**src/hdl/assert_macros.svh**
```systemverilog
// Assertion helpers for the pump sequencer RTL.
// Expects signals named clk and arst_n in the including scope.
`ifndef ASSERT_MACROS_SVH
`define ASSERT_MACROS_SVH

// Same-cycle implication, checked out of reset
`define PPRBS_ASSERT_IMPL(lbl, ante, cons, msg) \
	lbl: assert property (@(posedge clk) disable iff (!arst_n) (ante) |-> (cons)) \
		else $error(msg);

// Next-cycle implication, checked out of reset
`define PPRBS_ASSERT_NEXT(lbl, ante, cons, msg) \
	lbl: assert property (@(posedge clk) disable iff (!arst_n) (ante) |=> (cons)) \
		else $error(msg);

`endif

```
**src/hdl/pprbs_pkg.sv**
```systemverilog
// Shared types, codes and constants of the pump sequencer.
// No dependencies; used by every module in hdl.
`timescale 1ns / 1ps
`default_nettype none

package pprbs_pkg;

	localparam int SecW     = 15;
	localparam int ElapsedW = 16;
	localparam int CfgIdxW  = 2;

	localparam logic [ElapsedW-1:0] ElapsedTop = '1;
	localparam logic [SecW-1:0]     TimeoutRst = SecW'(120);

	typedef enum logic [2:0] {
		MODE_IDLE     = 3'd0,
		MODE_PRIME    = 3'd1,
		MODE_RUNNING  = 3'd2,
		MODE_BLOWOFF  = 3'd3,
		MODE_MIXING   = 3'd4,
		MODE_DISABLED = 3'd5
	} mode_t;

	typedef enum logic [2:0] {
		KIND_TICK    = 3'd0,
		KIND_START   = 3'd1,
		KIND_STOP    = 3'd2,
		KIND_DISABLE = 3'd3,
		KIND_MIX     = 3'd4
	} kind_t;

	typedef enum logic [CfgIdxW-1:0] {
		REG_ENABLED_AT_RESET = 2'd0,
		REG_PRIME_SECONDS    = 2'd1,
		REG_BLOWOFF_SECONDS  = 2'd2,
		REG_PUMP_TIMEOUT     = 2'd3
	} cfg_reg_t;

	typedef struct packed {
		logic [SecW-1:0] prime_seconds;
		logic [SecW-1:0] blowoff_seconds;
		logic [SecW-1:0] pump_timeout_seconds;
	} cfg_t;

	typedef struct packed {
		logic [2:0]      kind;
		logic            reenable;
		logic [SecW-1:0] mix_seconds;
	} item_t;

	typedef struct packed {
		mode_t               mode;
		logic [ElapsedW-1:0] elapsed;
		logic [SecW-1:0]     run_limit;
		logic                enabled;
	} seq_state_t;

	typedef struct packed {
		logic  pump_on;
		logic  bypass_on;
		logic  enabled;
		mode_t mode;
	} result_t;

	// drive pattern of each mode
	function automatic logic mode_pump(mode_t m);
		return (m == MODE_PRIME) || (m == MODE_RUNNING) || (m == MODE_MIXING);
	endfunction

	function automatic logic mode_bypass(mode_t m);
		return (m == MODE_PRIME) || (m == MODE_BLOWOFF) || (m == MODE_MIXING);
	endfunction

endpackage

`default_nettype wire

```
**src/hdl/pprbs_step.sv**
```systemverilog
// Next-state and result logic for one beat of the pump sequencer.
// Purely combinational; depends on pprbs_pkg.
`timescale 1ns / 1ps
`default_nettype none

module pprbs_step (
	input  var pprbs_pkg::seq_state_t cur,
	input  var pprbs_pkg::cfg_t       cfg,
	input  var pprbs_pkg::item_t      item,
	output pprbs_pkg::seq_state_t     nxt,
	output pprbs_pkg::result_t        res
);
	import pprbs_pkg::*;

	logic [ElapsedW-1:0] elapsed_inc;
	logic                enter;
	mode_t               enter_mode;
	logic                en_cmd;
	logic                run_done;
	logic                timed_out;

	assign elapsed_inc = (cur.elapsed == ElapsedTop) ? cur.elapsed
		: cur.elapsed + ElapsedW'(1);
	assign run_done  = (|cur.run_limit) && (elapsed_inc > {1'b0, cur.run_limit});
	assign timed_out = elapsed_inc > {1'b0, cfg.pump_timeout_seconds};
	assign en_cmd    = cur.enabled | item.reenable;

	always_comb begin
		nxt        = cur;
		enter      = 1'b0;
		enter_mode = cur.mode;
		case (item.kind)
			KIND_TICK: begin
				nxt.elapsed = elapsed_inc;
				case (cur.mode)
					MODE_PRIME: begin
						if (elapsed_inc > {1'b0, cfg.prime_seconds}) begin
							enter      = 1'b1;
							enter_mode = MODE_RUNNING;
						end
					end
					MODE_RUNNING: begin
						if (run_done) begin
							nxt.run_limit = '0;
							enter         = 1'b1;
							enter_mode    = (|cfg.blowoff_seconds) ? MODE_BLOWOFF : MODE_IDLE;
						end else if (timed_out) begin
							enter      = 1'b1;
							enter_mode = MODE_DISABLED;
						end
					end
					MODE_BLOWOFF: begin
						if (elapsed_inc > {1'b0, cfg.blowoff_seconds}) begin
							enter      = 1'b1;
							enter_mode = MODE_IDLE;
						end
					end
					MODE_MIXING: begin
						if (run_done || timed_out) begin
							nxt.run_limit = '0;
							enter         = 1'b1;
							enter_mode    = MODE_IDLE;
						end
					end
					default: begin
					end
				endcase
			end
			KIND_START: begin
				nxt.enabled = en_cmd;
				enter       = en_cmd;
				enter_mode  = (|cfg.prime_seconds) ? MODE_PRIME : MODE_RUNNING;
			end
			KIND_STOP: begin
				nxt.enabled = en_cmd;
				enter       = en_cmd;
				enter_mode  = (|cfg.blowoff_seconds) ? MODE_BLOWOFF : MODE_IDLE;
			end
			KIND_DISABLE: begin
				enter      = 1'b1;
				enter_mode = MODE_DISABLED;
			end
			KIND_MIX: begin
				if (|item.mix_seconds) begin
					nxt.run_limit = item.mix_seconds;
				end
				enter      = 1'b1;
				enter_mode = MODE_MIXING;
			end
			default: begin
			end
		endcase

		// every mode entry restarts the seconds count
		if (enter) begin
			nxt.mode    = enter_mode;
			nxt.elapsed = '0;
			if (enter_mode == MODE_DISABLED) begin
				nxt.enabled = 1'b0;
			end
		end

		res.pump_on   = mode_pump(nxt.mode);
		res.bypass_on = mode_bypass(nxt.mode);
		res.enabled   = nxt.enabled;
		res.mode      = nxt.mode;
	end

endmodule

`default_nettype wire

```
**src/hdl/pprbs_out_buf.sv**
```systemverilog
// Two-entry output register with skid slot for result beats.
// Depends on pprbs_pkg for the result type.
`timescale 1ns / 1ps
`default_nettype none

module pprbs_out_buf (
	input  wire                     clk,
	input  wire                     arst_n,
	input  wire                     in_valid,
	output logic                    in_ready,
	input  var pprbs_pkg::result_t  in_data,
	output logic                    out_valid,
	input  wire                     out_ready,
	output pprbs_pkg::result_t      out_data
);
	import pprbs_pkg::*;

	logic    main_valid_q;
	logic    skid_valid_q;
	result_t main_q;
	result_t skid_q;
	logic    push;
	logic    pop;

	assign in_ready  = !skid_valid_q;
	assign out_valid = main_valid_q;
	assign out_data  = main_q;
	assign push      = in_valid && in_ready;
	assign pop       = main_valid_q && out_ready;

	always_ff @(posedge clk or negedge arst_n) begin
		if (!arst_n) begin
			main_valid_q <= 1'b0;
			skid_valid_q <= 1'b0;
		end else if (!main_valid_q || pop) begin
			// refill the output slot, skid first
			main_valid_q <= skid_valid_q || push;
			skid_valid_q <= 1'b0;
		end else if (push) begin
			skid_valid_q <= 1'b1;
		end
	end

	always_ff @(posedge clk) begin
		if (!main_valid_q || pop) begin
			main_q <= skid_valid_q ? skid_q : in_data;
		end else if (push) begin
			skid_q <= in_data;
		end
	end

endmodule

`default_nettype wire

```
**src/hdl/pump_prime_run_blowoff_sequencer.sv**
```systemverilog
// Top level of the pump and bypass-valve sequencer.
// Depends on pprbs_pkg, pprbs_step, pprbs_out_buf and assert_macros.svh.
`timescale 1ns / 1ps
`default_nettype none

// Pump and bypass-valve sequencer. Each input beat is a one-second tick or a
// command (start, stop, disable, mix); each accepted beat yields exactly one
// result beat carrying the pump drive, bypass drive, enable flag and mode as
// they stand after that beat. Rate: one beat per clock while the master
// side keeps up. The whole update is a single pass of logic from the state
// registers to the next state and result, and the result is registered in
// the output stage. A two-entry output stage lets the slave side keep
// taking beats while one result waits; s_tready drops only once two results
// are pending. After reset the pump comes up idle and enabled, all counters
// clear, prime and blow-off times are zero (both phases skipped) and the
// pump timeout is 120 s. The user must write configuration through cfg_*
// only while no beat is in flight; the block does not enforce this. The
// enable-at-reset register (index 0) is accepted and has no further effect,
// as reset always restores enabled. Elapsed seconds saturate at 65535; a
// phase ends once the count is strictly greater than its limit.

module pump_prime_run_blowoff_sequencer (
	input  wire                           clk,
	input  wire                           arst_n,
	// slave side
	input  wire                           s_tvalid,
	output logic                          s_tready,
	input  wire  [15:0]                   s_tdata,  // [0] reenable, [15:1] mix_seconds
	input  wire  [2:0]                    s_tuser,  // [2:0] kind
	// master side
	output logic                          m_tvalid,
	input  wire                           m_tready,
	output logic [7:0]                    m_tdata,  // [0] pump_on, [1] bypass_on,
	                                                // [2] enabled, [5:3] mode, [7:6] zero
	// configuration
	input  wire                           cfg_wr_en,
	input  wire  [pprbs_pkg::CfgIdxW-1:0] cfg_index,
	input  wire  [pprbs_pkg::SecW-1:0]    cfg_wdata
);
	`include "assert_macros.svh"
	import pprbs_pkg::*;

	cfg_t       cfg_q;
	seq_state_t state_q;
	seq_state_t state_nxt;
	item_t      item;
	result_t    res;
	result_t    out_res;
	logic       in_fire;

	// unpack the slave beat
	assign item.kind        = s_tuser;
	assign item.reenable    = s_tdata[0];
	assign item.mix_seconds = s_tdata[15:1];

	assign in_fire = s_tvalid && s_tready;

	// configuration registers
	always_ff @(posedge clk or negedge arst_n) begin
		if (!arst_n) begin
			cfg_q.prime_seconds        <= '0;
			cfg_q.blowoff_seconds      <= '0;
			cfg_q.pump_timeout_seconds <= TimeoutRst;
		end else if (cfg_wr_en) begin
			case (cfg_index)
				REG_PRIME_SECONDS:    cfg_q.prime_seconds        <= cfg_wdata;
				REG_BLOWOFF_SECONDS:  cfg_q.blowoff_seconds      <= cfg_wdata;
				REG_PUMP_TIMEOUT:     cfg_q.pump_timeout_seconds <= cfg_wdata;
				default: begin
					// enable-at-reset: reset always restores enabled
				end
			endcase
		end
	end

	pprbs_step u_step (
		.cur  (state_q),
		.cfg  (cfg_q),
		.item (item),
		.nxt  (state_nxt),
		.res  (res)
	);

	// sequencer state: advance on every accepted beat
	always_ff @(posedge clk or negedge arst_n) begin
		if (!arst_n) begin
			state_q.mode      <= MODE_IDLE;
			state_q.elapsed   <= '0;
			state_q.run_limit <= '0;
			state_q.enabled   <= 1'b1;
		end else if (in_fire) begin
			state_q <= state_nxt;
		end
	end

	pprbs_out_buf u_out_buf (
		.clk       (clk),
		.arst_n    (arst_n),
		.in_valid  (s_tvalid),
		.in_ready  (s_tready),
		.in_data   (res),
		.out_valid (m_tvalid),
		.out_ready (m_tready),
		.out_data  (out_res)
	);

	assign m_tdata = {2'b00, out_res.mode, out_res.enabled, out_res.bypass_on, out_res.pump_on};

	// disabled mode always carries a cleared enable flag
	`PPRBS_ASSERT_IMPL(a_disabled_flag, state_q.mode == MODE_DISABLED, !state_q.enabled, "disabled mode with enable flag set")
	// an accepted disable lands in disabled with the count restarted
	`PPRBS_ASSERT_NEXT(a_disable_cmd, in_fire && (s_tuser == KIND_DISABLE), (state_q.mode == MODE_DISABLED) && (state_q.elapsed == '0), "disable beat not applied")
	// backpressure only with results pending downstream
	`PPRBS_ASSERT_IMPL(a_stall_has_data, !s_tready, m_tvalid, "slave stalled with no result pending")
	// an accepted beat always leaves a result waiting
	`PPRBS_ASSERT_NEXT(a_result_follows, in_fire, m_tvalid, "accepted beat produced no result")

endmodule

`default_nettype wire

```
**config.mk**
```make
export PLATFORM = sky130hd
export DESIGN_NAME = pump_prime_run_blowoff_sequencer
export DESIGN_NICKNAME = d
export VERILOG_FILES = /design/src/hdl/pprbs_pkg.sv /design/src/hdl/pprbs_step.sv /design/src/hdl/pprbs_out_buf.sv /design/src/hdl/pump_prime_run_blowoff_sequencer.sv
export VERILOG_INCLUDE_DIRS = /design/src /design/src/hdl
export SDC_FILE = /design/constraint.sdc
export NUM_CORES = 1
export LEC_CHECK = 0
export BUFFER_PORTS_ARGS = -buffer_cell sky130_fd_sc_hd__buf_4
export CAP_MARGIN = 20
export CORE_ASPECT_RATIO = 0.9
export CORE_MARGIN = 8
export CORE_UTILIZATION = 30
export CTS_BUF_LIST = sky130_fd_sc_hd__clkbuf_8
export DETAILED_ROUTE_END_ITERATION = 6
export MAX_ROUTING_LAYER = met4
export RECOVER_POWER = 100
export SLEW_MARGIN = 40
export SYNTH_ARGS = -nofsm -noshare
export SYNTH_HDL_FRONTEND = slang
export SYNTH_SLANG_ARGS = --single-unit
```
**constraint.sdc**
```tcl
create_clock -name clk -period 12.2 [get_ports clk]
set_clock_uncertainty 0.15 [all_clocks]
set_input_delay 0.61 -clock clk [delete_from_list [all_inputs] [get_ports clk]]
set_output_delay 0.61 -clock clk [all_outputs]
set_load 0.01 [all_outputs]
```
# Yosys cells after proc, flatten, opt, wreduce, memory -nomap -nowiden
# Index checks and enable logic that the tools add are counted.
dict set report word_totals {
  register_bits 94
  in_bits 41
  out_inout_bits 10
  wordCells 103
}
dict set report op_classes {
  addsub 1
  n_lt_le_gt_ge 4
  n_eq_ne 21
  n_mux 30
  bitwise_logic 2
  reduce_logical 28
}
# op count
set op_table {}
lappend op_table {{16-bit by 15-bit greater-than comparator with 1-bit output} 4}
lappend op_table {{15-bit case mux with 2 select lines} 2}
lappend op_table {{15-bit OR reduction} 4}
lappend op_table {{15-bit two-way mux} 3}
lappend op_table {{16-bit two-way mux} 2}
lappend op_table {{19-bit two-way mux} 1}
lappend op_table {{3-bit by 2-bit equality test with 1-bit output (second input constant)} 6}
lappend op_table {{16-bit by 1-bit adder with 16-bit output (second input constant)} 1}
lappend op_table {{16-bit equality test (second input constant)} 1}
lappend op_table {{3-bit two-way mux} 5}
lappend op_table {{3-bit case mux with 5 select lines} 1}
lappend op_table {{3-bit equality test (second input constant)} 4}
lappend op_table {{3-bit case mux with 4 select lines} 1}
lappend op_table {{1-bit two-way mux} 10}
lappend op_table {{2-bit AND reduction} 5}
lappend op_table {{3-bit by 1-bit equality test with 1-bit output (second input constant)} 3}
lappend op_table {{1-bit logical OR} 7}
lappend op_table {{6-bit two-way mux} 1}
lappend op_table {{3-bit by 2-bit != test with 1-bit output (second input constant)} 2}
lappend op_table {{6-bit AND reduction} 1}
lappend op_table {{2-bit nonzero test} 3}
lappend op_table {{2-bit equality test (second input constant)} 2}
lappend op_table {{2-bit two-way mux} 2}
lappend op_table {{1-bit case mux with 4 select lines} 1}
lappend op_table {{other kinds (10)} 14}

# Logic depth before layout (Yosys ltp)
dict set report depth {
  ltp_word 13
  mapped_depth 21
  ltp_nobuf 19
}

# By module
# A second synthesis with hierarchy kept.
dict set report hier_totals {
  hier_cells 663
  hier_area_um2 6642.6
}
# mod instances cells_each area_each_um2 seq_area_each_um2
set by_module_without_submodules {}
lappend by_module_without_submodules {pprbs_step 1 463 3083.0 0.0}
lappend by_module_without_submodules {pump_prime_run_blowoff_sequencer 1 173 3011.6 2008.2}
lappend by_module_without_submodules {pprbs_out_buf 1 27 548.0 410.4}

# Least setup slack after synthesis
# OpenSTA, ideal clock, no wires.
dict set report synth_timing {
  kind {reg2reg}
  startpoint {reg state_q[17] (netlist name)}
  endpoint {reg u_out_buf.main_q, in the netlist u_out_buf.out_data[0] (data pin)}
  setup_time_ns 0.260
  arrival_ns 4.316
  path_slack_ns 7.474
  path_stages_with_launch 17
  path_buffers 0
  synth_period_minus_slack_ns 4.726
  path_cell_list {dfrtp_1 ha_1 nand4_1 a211oi_1 nand3_1 nor2_1 xor2_1 ha_1 nand3_1 or4_1 a211oi_1 a211oi_1 or3_1 o2111ai_1 nand3_2 mux2_2 mux2_2}
}
# element line
set synth_lines {}
lappend synth_lines {{start: declaration} pump_prime_run_blowoff_sequencer.sv:44} ;# seq_state_t state_q;
lappend synth_lines {{start signal: assignment} pump_prime_run_blowoff_sequencer.sv:92} ;# state_q <= state_nxt;
lappend synth_lines {{end signal: assignment} pprbs_out_buf.sv:46} ;# main_q <= skid_valid_q ? skid_q : in_data;
lappend synth_lines {{end: declaration} pprbs_out_buf.sv:20} ;# result_t main_q;

==> impl_metrics.env <==
export IMPL_status="finished with violations"
export IMPL_violations_in_the_final_reports="max-capacitance violations, max-slew violations"
export IMPL_routed_wl_mm=16.1
export IMPL_post_cts_resized=0
export IMPL_r2r_slack_ns=5.62
export IMPL_netlist_area_mm2=0.00614
export IMPL_cpMaxStageDelayCell="nand3_1"
export IMPL_critical_path_endpoint_type="flip-flop"
export IMPL_route_top_layer_used="met4"
export IMPL_timing_hold_worst_path_depth=3
export IMPL_synth_ff_type="dfrtp_1"
export IMPL_worst_ir_drop_vdd_v=0.0000464
export IMPL_wire_length_of_the_first_global_routing_pass_mm=26.2
export IMPL_core_rowCount=49
export IMPL_synthDominantAreaCellType="dfrtp_1"
export IMPL_drc=0
export IMPL_met2_wirelength_mm=7.12
export IMPL_area_growth_syn_to_layout_pct=12.4
export IMPL_route_met3_wl_um=646
export IMPL_fin_crit_sh=0.539
export IMPL_holdPathEnd="u_out_buf.out_valid$_DFFE_PN0N_"
export IMPL_path_max_fanout=26
export IMPL_place_congestion=0.883
export IMPL_max_cap_violations=2
export IMPL_worstReg2RegStart="state_q[16]$_DFFE_PN0P_"
export IMPL_yosysSeqAreaShare=0.394
export IMPL_clock_latency_ns=0.40
export IMPL_synth_top_area_share=0.314
export IMPL_synthesis_area_per_instance_um2=9.53
export IMPL_antennaDiodeCount=0
export IMPL_netSwitchingFraction=0.382
export IMPL_hold_crit_path_type="in -> reg"
export IMPL_clk_root_buffer_cell="clkbuf_8"
export IMPL_critical_path_arrival_ns=6.57
export IMPL_place_port_buffers=48
export IMPL_wl_per_cell_um=17.0
export IMPL_vias_per_cell=5.22
export IMPL_pwr_share_comb=0.334
export IMPL_initial_core_util=0.306
export IMPL_setup_tns_ns=0
export IMPL_route_layer_met1_wl_mm=8.01
export IMPL_first_global_vias=4878
export IMPL_clockBufferDepth=2
export IMPL_die_height_um=152
export IMPL_antenna_violating_nets_post_route=0
export IMPL_finalSetupViolCount=0
export IMPL_fillerInstances=2068
export IMPL_ys_seq_elements=94
export IMPL_layoutNonFillerInstCount=947
export IMPL_numClockSinks=94
export IMPL_psw_mw=0.368
export IMPL_total_leakage_power_nw=3.08
export IMPL_cts_htree_levels=3
export IMPL_synth_area_top_cells="dfrtp_1, ha_1, mux2_2"
export IMPL_start_kind="flip-flop"
export IMPL_max_clock_freq_ghz=0.152
export IMPL_powerDensity_mw_per_mm2=140
export IMPL_path_class="reg -> reg"
export IMPL_synth_top_cells_by_count="dfrtp_1, inv_1, ha_1"
export IMPL_critical_path_n_buffers_inverters=0
export IMPL_p_seq_frac=0.447
export IMPL_chipWidth_um=167
export IMPL_synthesis_instances=644
export IMPL_drt_first_pass_iters=5
export IMPL_postSynth_asyncResetShare=0.872
export IMPL_layout_cell_share_with_drive_strength_beyond_1=0.168
export IMPL_tritoncts="built"
export IMPL_worstMarginPinSlew_ns=2.85
export IMPL_grt_max_degree=56
export IMPL_rsz0062_at_grt="false"
export IMPL_hold_path_startpoint="s_tvalid"
export IMPL_clk_pin_slew_worst_paths_ns=0.10
export IMPL_p_int_mw=0.595
export IMPL_finalNetCount=785
export IMPL_path_depth=17
export IMPL_numCtsBuffers=9
export IMPL_drt_first_iter_violations=374
export IMPL_r2r_end="u_out_buf.skid_q[5]$_DFFE_PP_"
export IMPL_dpl_hpwl_mm=12.5
export IMPL_grtUsageTotal=0.134
export IMPL_design_die_area_mm2=0.0253
export IMPL_slew_headroom=-0.900
export IMPL_required_worst_endpoint_ns=12.19
export IMPL_worst_path_dominant_cell_family="simple AND/OR/NAND/NOR gates"
export IMPL_antenna_found_initial=0
export IMPL_reg2regPathDepth=17
export IMPL_placedCellCount=928
export IMPL_globalRouteOverflowTotal=0
export IMPL_synth_enable_flop_cells=12
export IMPL_crit_path_cell_trace="ha_1 > nand4_1 > a211oi_1 > nand3_1 > nor2_1 > xor2_1 > ha_1 > nand4_1 > or4_1 > a211oi_1 > a211oi_1 > or3_1 > o2111ai_1 > nand3_1 > mux2i_1 > xor2_2 > o21ai_0"
export IMPL_yosys_warnings=0
export IMPL_most_numerous_cell_in_the_yosys_netlist="dfrtp_1"
export IMPL_coreArea_mm2=0.0200
export IMPL_clock_power_share=0.219
export IMPL_count_of_final_max_slew_check_failures=85
export IMPL_io_pins=51
export IMPL_finalHoldViolations=0
export IMPL_worst_hold_slack_ns=0.297
export IMPL_detailroute_via_count=4948
export IMPL_finalCriticalPeriod_ns=6.58
export IMPL_path_common_cell="a211oi_1"
export IMPL_netlist_cell_type_count=66
export IMPL_cp_slowest_stage_delay_ns=0.79
[layout by cell type (no fill, tap or decap), types with 3 or more instances in the layout]
cell type and count:
dfrtp_1 77, inv_1 72, ha_1 57, o21ai_0 49, mux2_2 47, buf_4 39
nor2_1 36, nand2_1 34, nand4_1 29, a21oi_1 26, nand3_1 21, nor4_1 17
clkbuf_1 15, edfxtp_1 12, a211oi_1 11, nor3_1 9, o31ai_1 9, clkbuf_8 9
xor2_1 8, nand2b_1 8, and3_1 6, or3_1 6, xnor2_1 5, a21o_1 5
o22ai_1 5, nor2b_1 5, dfstp_2 5, o21a_1 4, o41ai_1 4, a31oi_1 4
mux2i_1 3, o211ai_1 3
[metal layers]
layer	global-route usage	vias up
met2	0.209	104
li1	-	2446
met4	0.0459	0
met1	0.178	2377
met5	-	-
met3	0.0199	21
[state kept, by name, summed over array words and instances (netlist names)]
signal / count
cfg_q: 45
state_q: 35
u_out_buf.out_data: 6
u_out_buf.out_valid: 1
u_out_buf.skid_q: 6
u_out_buf.skid_valid_q: 1
[worst max-delay path by stage]
| stage | endpoint | startpoint |
|---|---|---|
| finish | u_out_buf.skid_q[5]$_DFFE_PP_ | state_q[16]$_DFFE_PN0P_ |
| global route | u_out_buf.skid_q[5]$_DFFE_PP_ | state_q[16]$_DFFE_PN0P_ |
| CTS | u_out_buf.out_data[5]$_DFFE_PN_ | state_q[16]$_DFFE_PN0P_ |
| detailed placement | u_out_buf.out_data[5]$_DFFE_PN_ | state_q[16]$_DFFE_PN0P_ |
| global placement | u_out_buf.out_data[5]$_DFFE_PN_ | state_q[16]$_DFFE_PN0P_ |
| floorplan | u_out_buf.out_data[0]$_DFFE_PN_ | state_q[17]$_DFFE_PN0P_ |
[metrics by stage]
stage | setup WS [ns] | util | total power [mW] | cell area, um^2
3_5_place_dp | 6.15 | 0.337 | 0.765 | 6750
2_1_floorplan | 7.47 | - | 0.653 | 6140
5_1_grt | 5.05 | 0.344 | 1.03 | 6900
3_3_place_gp | 6.40 | 0.337 | 0.759 | 6750
6_report | 5.62 | 0.344 | 0.962 | 6900
4_1_cts | 6.12 | 0.347 | 0.980 | 6950
[power by group through the flow]
stage                     registers (mW)  logic (mW)  clock network, mW
after detailed placement           0.437       0.328                  0
after floorplan                    0.415       0.238                  0
final                              0.431       0.321              0.211
after global placement             0.435       0.324                  0
after global routing               0.439       0.362              0.230
after CTS                          0.430       0.331              0.218
[timing repair]
item / in CTS / in global routing
hold buffers: 1 / 0
endpoints found under the hold margin: 10 / 0
setup buffers: 0 / 0
[worst reg2reg max path, stage by stage, from the launching register on]
cell and delay (ns):
dfrtp_1 0.53, ha_1 0.25, nand4_1 0.21, a211oi_1 0.58
nand3_1 0.30, nor2_1 0.18, xor2_1 0.43, ha_1 0.22
nand4_1 0.13, or4_1 0.58, a211oi_1 0.19, a211oi_1 0.10
or3_1 0.36, o2111ai_1 0.28, nand3_1 0.79, mux2i_1 0.75
xor2_2 0.21, o21ai_0 0.09
[cell type report]
type,count,area (um^2),area share
clock inverters,7,66.3,0.00962
clock buffers,9,124,0.0180
repair buffers,55,359,0.0521
well taps,255,319,0.0463
multi-input cells,456,3340,0.485
inverters,71,267,0.0386
flip-flops and latches,94,2420,0.351
[kinds of logic (layout without fill, tap and decap cells)]
kind of cell,count (synthesis),in the layout,share of synthesized area
AO/OA/AOI/OAI,143,143,0.150
XOR/XNOR,15,15,0.0226
adder cells (fa/ha/maj),57,57,0.116
buffers and inverters,95,142,0.0603
flip-flops,94,94,0.394
multiplexers,51,51,0.0936
other,1,2,0.000611
AND/OR/NAND/NOR,188,188,0.163
(Power assumes the default switching activity.)
